### src/sv/rmf_pkg.sv
// Shared constants and types for the running median filter.
package rmf_pkg;

   localparam int MAX_WINDOW_DEF = 16;
   localparam int SAMPLE_W       = 16;
   localparam int COUNT_W        = 5;

   localparam logic [COUNT_W-1:0] WINDOW_SIZE_RESET = COUNT_W'(5);

   // Write controls for the sorted list.
   typedef struct packed {
      logic wr_en;
      logic wr_key;
   } rmf_sort_ctrl_type;

   // Result of the shared compare unit: stored entry versus key.
   typedef struct packed {
      logic gt;
      logic eq;
   } rmf_cmp_type;

endpackage

### src/sv/rmf_sort_store.sv
// Sorted copy of the window with one read port, one write port and the shared comparator.
module rmf_sort_store import rmf_pkg::*; #(
   parameter int MAX_WINDOW = MAX_WINDOW_DEF
) (
   input  logic                                 clock,
   input  logic [$clog2(MAX_WINDOW)-1:0]        rd_idx,
   input  logic [$clog2(MAX_WINDOW)-1:0]        wr_idx,
   input  rmf_sort_ctrl_type                    ctrl,
   input  logic signed [SAMPLE_W-1:0]           key,
   output logic signed [SAMPLE_W-1:0]           rd_data,
   output rmf_cmp_type                          cmp
);

   logic signed [SAMPLE_W-1:0] sorted_ff [MAX_WINDOW];

   assign rd_data = sorted_ff[rd_idx];
   assign cmp.gt  = rd_data > key;
   assign cmp.eq  = rd_data == key;

   always_ff @(posedge clock) begin
      if (ctrl.wr_en) begin
         sorted_ff[wr_idx] <= ctrl.wr_key ? key : rd_data;
      end
   end

endmodule

### config.mk
export PLATFORM = sky130hd
export DESIGN_NAME = rmf_sort_store
export DESIGN_NICKNAME = d
export VERILOG_FILES = /design/src/sv/rmf_pkg.sv /design/src/sv/rmf_sort_store.sv
export SDC_FILE = /design/constraint.sdc
export NUM_CORES = 1
export LEC_CHECK = 0
export ABC_AREA = 1
export BUFFER_PORTS_ARGS = -buffer_cell sky130_fd_sc_hd__buf_4
export CAP_MARGIN = 30
export CORE_MARGIN = 5
export CORE_UTILIZATION = 35
export CTS_BUF_LIST = sky130_fd_sc_hd__clkbuf_4 sky130_fd_sc_hd__clkbuf_8 sky130_fd_sc_hd__clkbuf_16
export DETAILED_ROUTE_END_ITERATION = 10
export PLACE_DENSITY_LB_ADDON = 0.15
export SETUP_SLACK_MARGIN = 0.4
export SYNTH_ARGS = -nofsm -noshare
export SYNTH_HDL_FRONTEND = slang
export SYNTH_SLANG_ARGS = --single-unit
export TNS_END_PERCENT = 50
### constraint.sdc
create_clock -name clock -period 2.4 [get_ports clock]
set_clock_uncertainty 0.2 [all_clocks]
set_input_delay 0.24 -clock clock [delete_from_list [all_inputs] [get_ports clock]]
set_output_delay 0.24 -clock clock [all_outputs]
set_load 0.01 [all_outputs]
Word-level counts from Yosys, hierarchy flattened --
Memories as Yosys holds them, arrays and structs flattened. Cells that the tools add are included.
Word-level totals: memories kept 1, output and inout bits 18, logic and storage cells 6, bits in registers 0, input bits 27, memory bits (writable) 256
Memory list:
- sorted_ff | words 16, bits a word 16, rd ports 1, clocked after Yosys merged registers in 0, wr ports 1, line rmf_sort_store.sv:14 | logic signed [SAMPLE_W-1:0] sorted_ff [MAX_WINDOW];
Operators by class: mux-type cells 3, magnitude comparators 1, equality and inequality tests 1
Operators with widths (count):
- $eq A16 B16 Y1 | 1
- $gt A16 B16 Y1 | 1
- $mux W16 | 1
- $mux W1 | 2

Longest topological paths before layout --
depth in word-level cells 2, mapped depth 20

Worst setup path after synthesis --
Ideal clock, no wire load.
path kind input to output, start in rd_idx[1], end out cmp[1] in the netlist's numbering, arrival 2.240 ns, cell stages on the path 17, buffers on the path 2, required time 1.960 ns, setup slack -0.280 ns, cell sequence buf_4 inv_2 clkbuf_1 nor2_1 o21ai_0 nand3_1 nand3_1 nand2_1 ha_1 nand2_1 nor2_1 nand2_1 nor2_1 nand2_1 nand4_1 nand2_1 nor2_1
RTL lines:
- from (decl) | line rmf_sort_store.sv:6 | input logic [$clog2(MAX_WINDOW)-1:0] rd_idx,
- to (decl) | line rmf_sort_store.sv:11 | output rmf_cmp_type cmp

==> key figures <==
Run status
  • Status: complete, but fails checks
  • Failing checks: hold timing, setup timing

Die
  • Ports: 45
  • Die Y: 188 um
  • Die Wd: 188 um
  • Starting Density: 0.352
  • Die Area: 35,200 um^2
  • Row cnt: 65
  • Core ar.: 31,300 um^2

STA
  • Max Slew Vio Count: 0
  • Min Clock Period, post-route: ~3.0 ns
  • Final period utilization: 1.24
  • Final worst slack: -0.572 ns
  • RSZ-0062 raised after global routing: true
  • Final setup fails: 19
  • Worst Hold Slack: -0.00861 ns
  • Hold Vio Cnt, Final: 13
  • Setup TNS: -4.30 ns
  • Slew @ Worst Pin: 0.450 ns
  • FMAX: 336 MHz
  • Max-slew headroom: 0.700

Placed design
  • HPWL after detailed placement: between 15 and 20 mm
  • DP Area: 12,900 um^2
  • Dpl cells: 1,481
  • Port buffer count: 44
  • Gp weighted congestion: 0.782
  • Post-Place Setup Slack: -0.504 ns

Logic synthesis
  • Post-synth net total: 1,030
  • Post-synthesis cell count: between 900 and 1,000
  • Share of flip-flops with an asynchronous set or reset: 0
  • Yosys reg bits: 256
  • Commonest cells post-synth: edfxtp_1, nand2_1, nor2_1
  • Area leader, netlist: edfxtp_1
  • Avg Cell Area, Syn: 11.2 um^2
  • Register area share after synthesis: 0.697
  • Primary FF master, synth: edfxtp_1
  • Count leader, synth: edfxtp_1
  • Yosys top cell area share: 0.697
  • Post-Syn Area: 11,000 um^2
  • Top post-synthesis cells by area: edfxtp_1, nand2_1, nor2_1
  • Cell variety after synth: 18
  • Yosys warns: 0
  • EDFF count, synth: 256

CTS
  • CTS tree: done
  • Total CTS buffers: 28
  • Clock-pin slew on the worst setup and hold paths: 0.06 ns
  • Root Buffer: clkbuf_16
  • H-tree Lvls: 1
  • Skew-Pair Late Insertion Delay: 0.54 ns
  • Sink Count: 256
  • CTS max path bufs: 3

Setup path
  • Worst Path Arrival: 2.53 ns
  • Crit Path Class: reg2out
  • WP data required: 1.96 ns
  • Critical Path End Type: output pin
  • Crit path max fanout: 2
  • Startpoint Class: flop

Pwr
  • Tot Pwr: 10,600 uW
  • Power share of the clock group: 0.395
  • Seq pwr share: 0.478
  • Power per standard cell area: around 740 nW/um^2
  • Peak VDD IR: 0.470 mV
  • Int Power: 8130 uW
  • Sw Pwr: 2470 uW
  • Sw frac: 0.233
  • Comb pwr share: 0.128
  • Leakage power: roughly 0.0055 uW

GRT
  • Total GRT Usage: 0.173
  • First-pass GRT wire length: roughly 47 mm
  • Largest net degree at the start of global routing: 37
  • Number of global-route vias before repair: between 7,000 and 8,000
  • Overflow after GRT: 0
  • Initial antenna violation count: 0

Route
  • Routed Antenna Nets: 0
  • Drt first-iter violations: 487
  • Via count: 7,567
  • Per-cell routed wire length: 20.0 um
  • DR DRC count: 0
  • Routed vias/inst: 4.88
  • Drt pass-1 iters: 4
  • Routed Wire Length: 31.1 mm

Finish
  • Multi-input logic area: 3200 um^2
  • Syn-to-layout area delta: 30.5%
  • Sequential cell area: 7690 um^2
  • Final Non-Filler Cells: 1,552
  • Fillers: 2,858
  • Ant diodes: 0
  • Nets: 1,171
  • Final Instance Area: 14,400 um^2
  • Top Registers: sorted_ff: 256 flops
  • Most flop-heavy register: sorted_ff
  • Max reg flops: about 260
  • Layout cells sized above 1: 0.244

Worst hold path
  • Hold Path Class: in2reg

Flow run
  • Max_cap viols: 0
[kinds of logic after synthesis]
kind of cell               count (synthesis)  synth area share
AOI/OAI and AO/OA                        119            0.0621
and+or+nand+nor                          471             0.173
buffers and inverters                    125            0.0503
adders and majority gates                 16            0.0181
DFF                                      256             0.697
[routing by layer]
metal / vias to the layer above / GRT usage / wire (um)
li1: 3696 / - / -
met1: 3698 / 0.228 / 13500
met3: 42 / 0.0205 / 1030
met5: - / 0 / 0
met2: 131 / 0.307 / 15900
met4: 0 / 0.0381 / 691
[power groups by stage]
stage	Sequential (uW)	Combinational (uW)	Clock (uW)
CTS	5060	1320	4270
finish	5060	1350	4180
global route	5070	1480	4470
detailed placement	5160	1180	0
global placement	5160	1180	0
floorplan	5160	582	0
[path summary, 6_finish.rpt]
path	slack (ns)	cells after the start	from	to
worst max-delay path	-0.57	17	sorted_ff[9][11]	cmp[1]
worst min-delay path	-0.009	4	key[11]	sorted_ff[12][11]
worst min register to register	0.92	8	sorted_ff[7][3]	sorted_ff[12][3]
worst max register to register	-0.17	18	sorted_ff[9][10]	sorted_ff[8][10]
[cell usage in the layout, fill, tap and decap left out, types with 20 or more instances in the layout]
cell type / n
o21ai_0: 39
o211ai_1: 36
clkbuf_16: 28
buf_12: 31
edfxtp_1: 256
buf_4: 79
o21ai_1: 37
inv_1: 68
buf_6: 47
nand3_1: 80
nand3_2: 20
nor2_2: 20
nor2_1: 148
nand2_1: 169
[critical path, cell delays in order, from the launching register on]
cell	delay, ns
edfxtp_1	0.36
nor2_1	0.11
nor2_1	0.05
o21ai_1	0.07
nand3_1	0.12
nand3_2	0.12
nand2_4	0.08
ha_4	0.28
nand2_4	0.06
nor2_4	0.11
nand2_2	0.08
nor2_4	0.11
nand2_2	0.06
nand2_1	0.06
nor2_1	0.04
nor2_1	0.10
nor2_2	0.06
buf_6	0.11
[timing repair]
action | in CTS | in global routing
resized for setup | 84 | 46
pin swaps | 60 | 54
setup buffers | 9 | 3
endpoints found under the setup margin | 34 | 82
hold buffers | 7 | 0
hold endpoints to repair | 95 | 0
[area by class of cell]
type	count	share of cell area
tap	402	0.0349
multi-input combinational	606	0.222
sequential	256	0.534
clock inverter	21	0.0123
clock buffer	31	0.0502
inverter	71	0.0187
timing repair buffer	165	0.128
[metrics by stage]
step	utilization	hold WS [ns]
2_1_floorplan	-	0.469
3_3_place_gp	0.412	0.537
3_5_place_dp	0.412	0.533
4_1_cts	0.454	0.00182
5_1_grt	0.460	0.0200
6_report	0.460	-0.00861
Note: power is estimated with default switching activity, not from simulation.
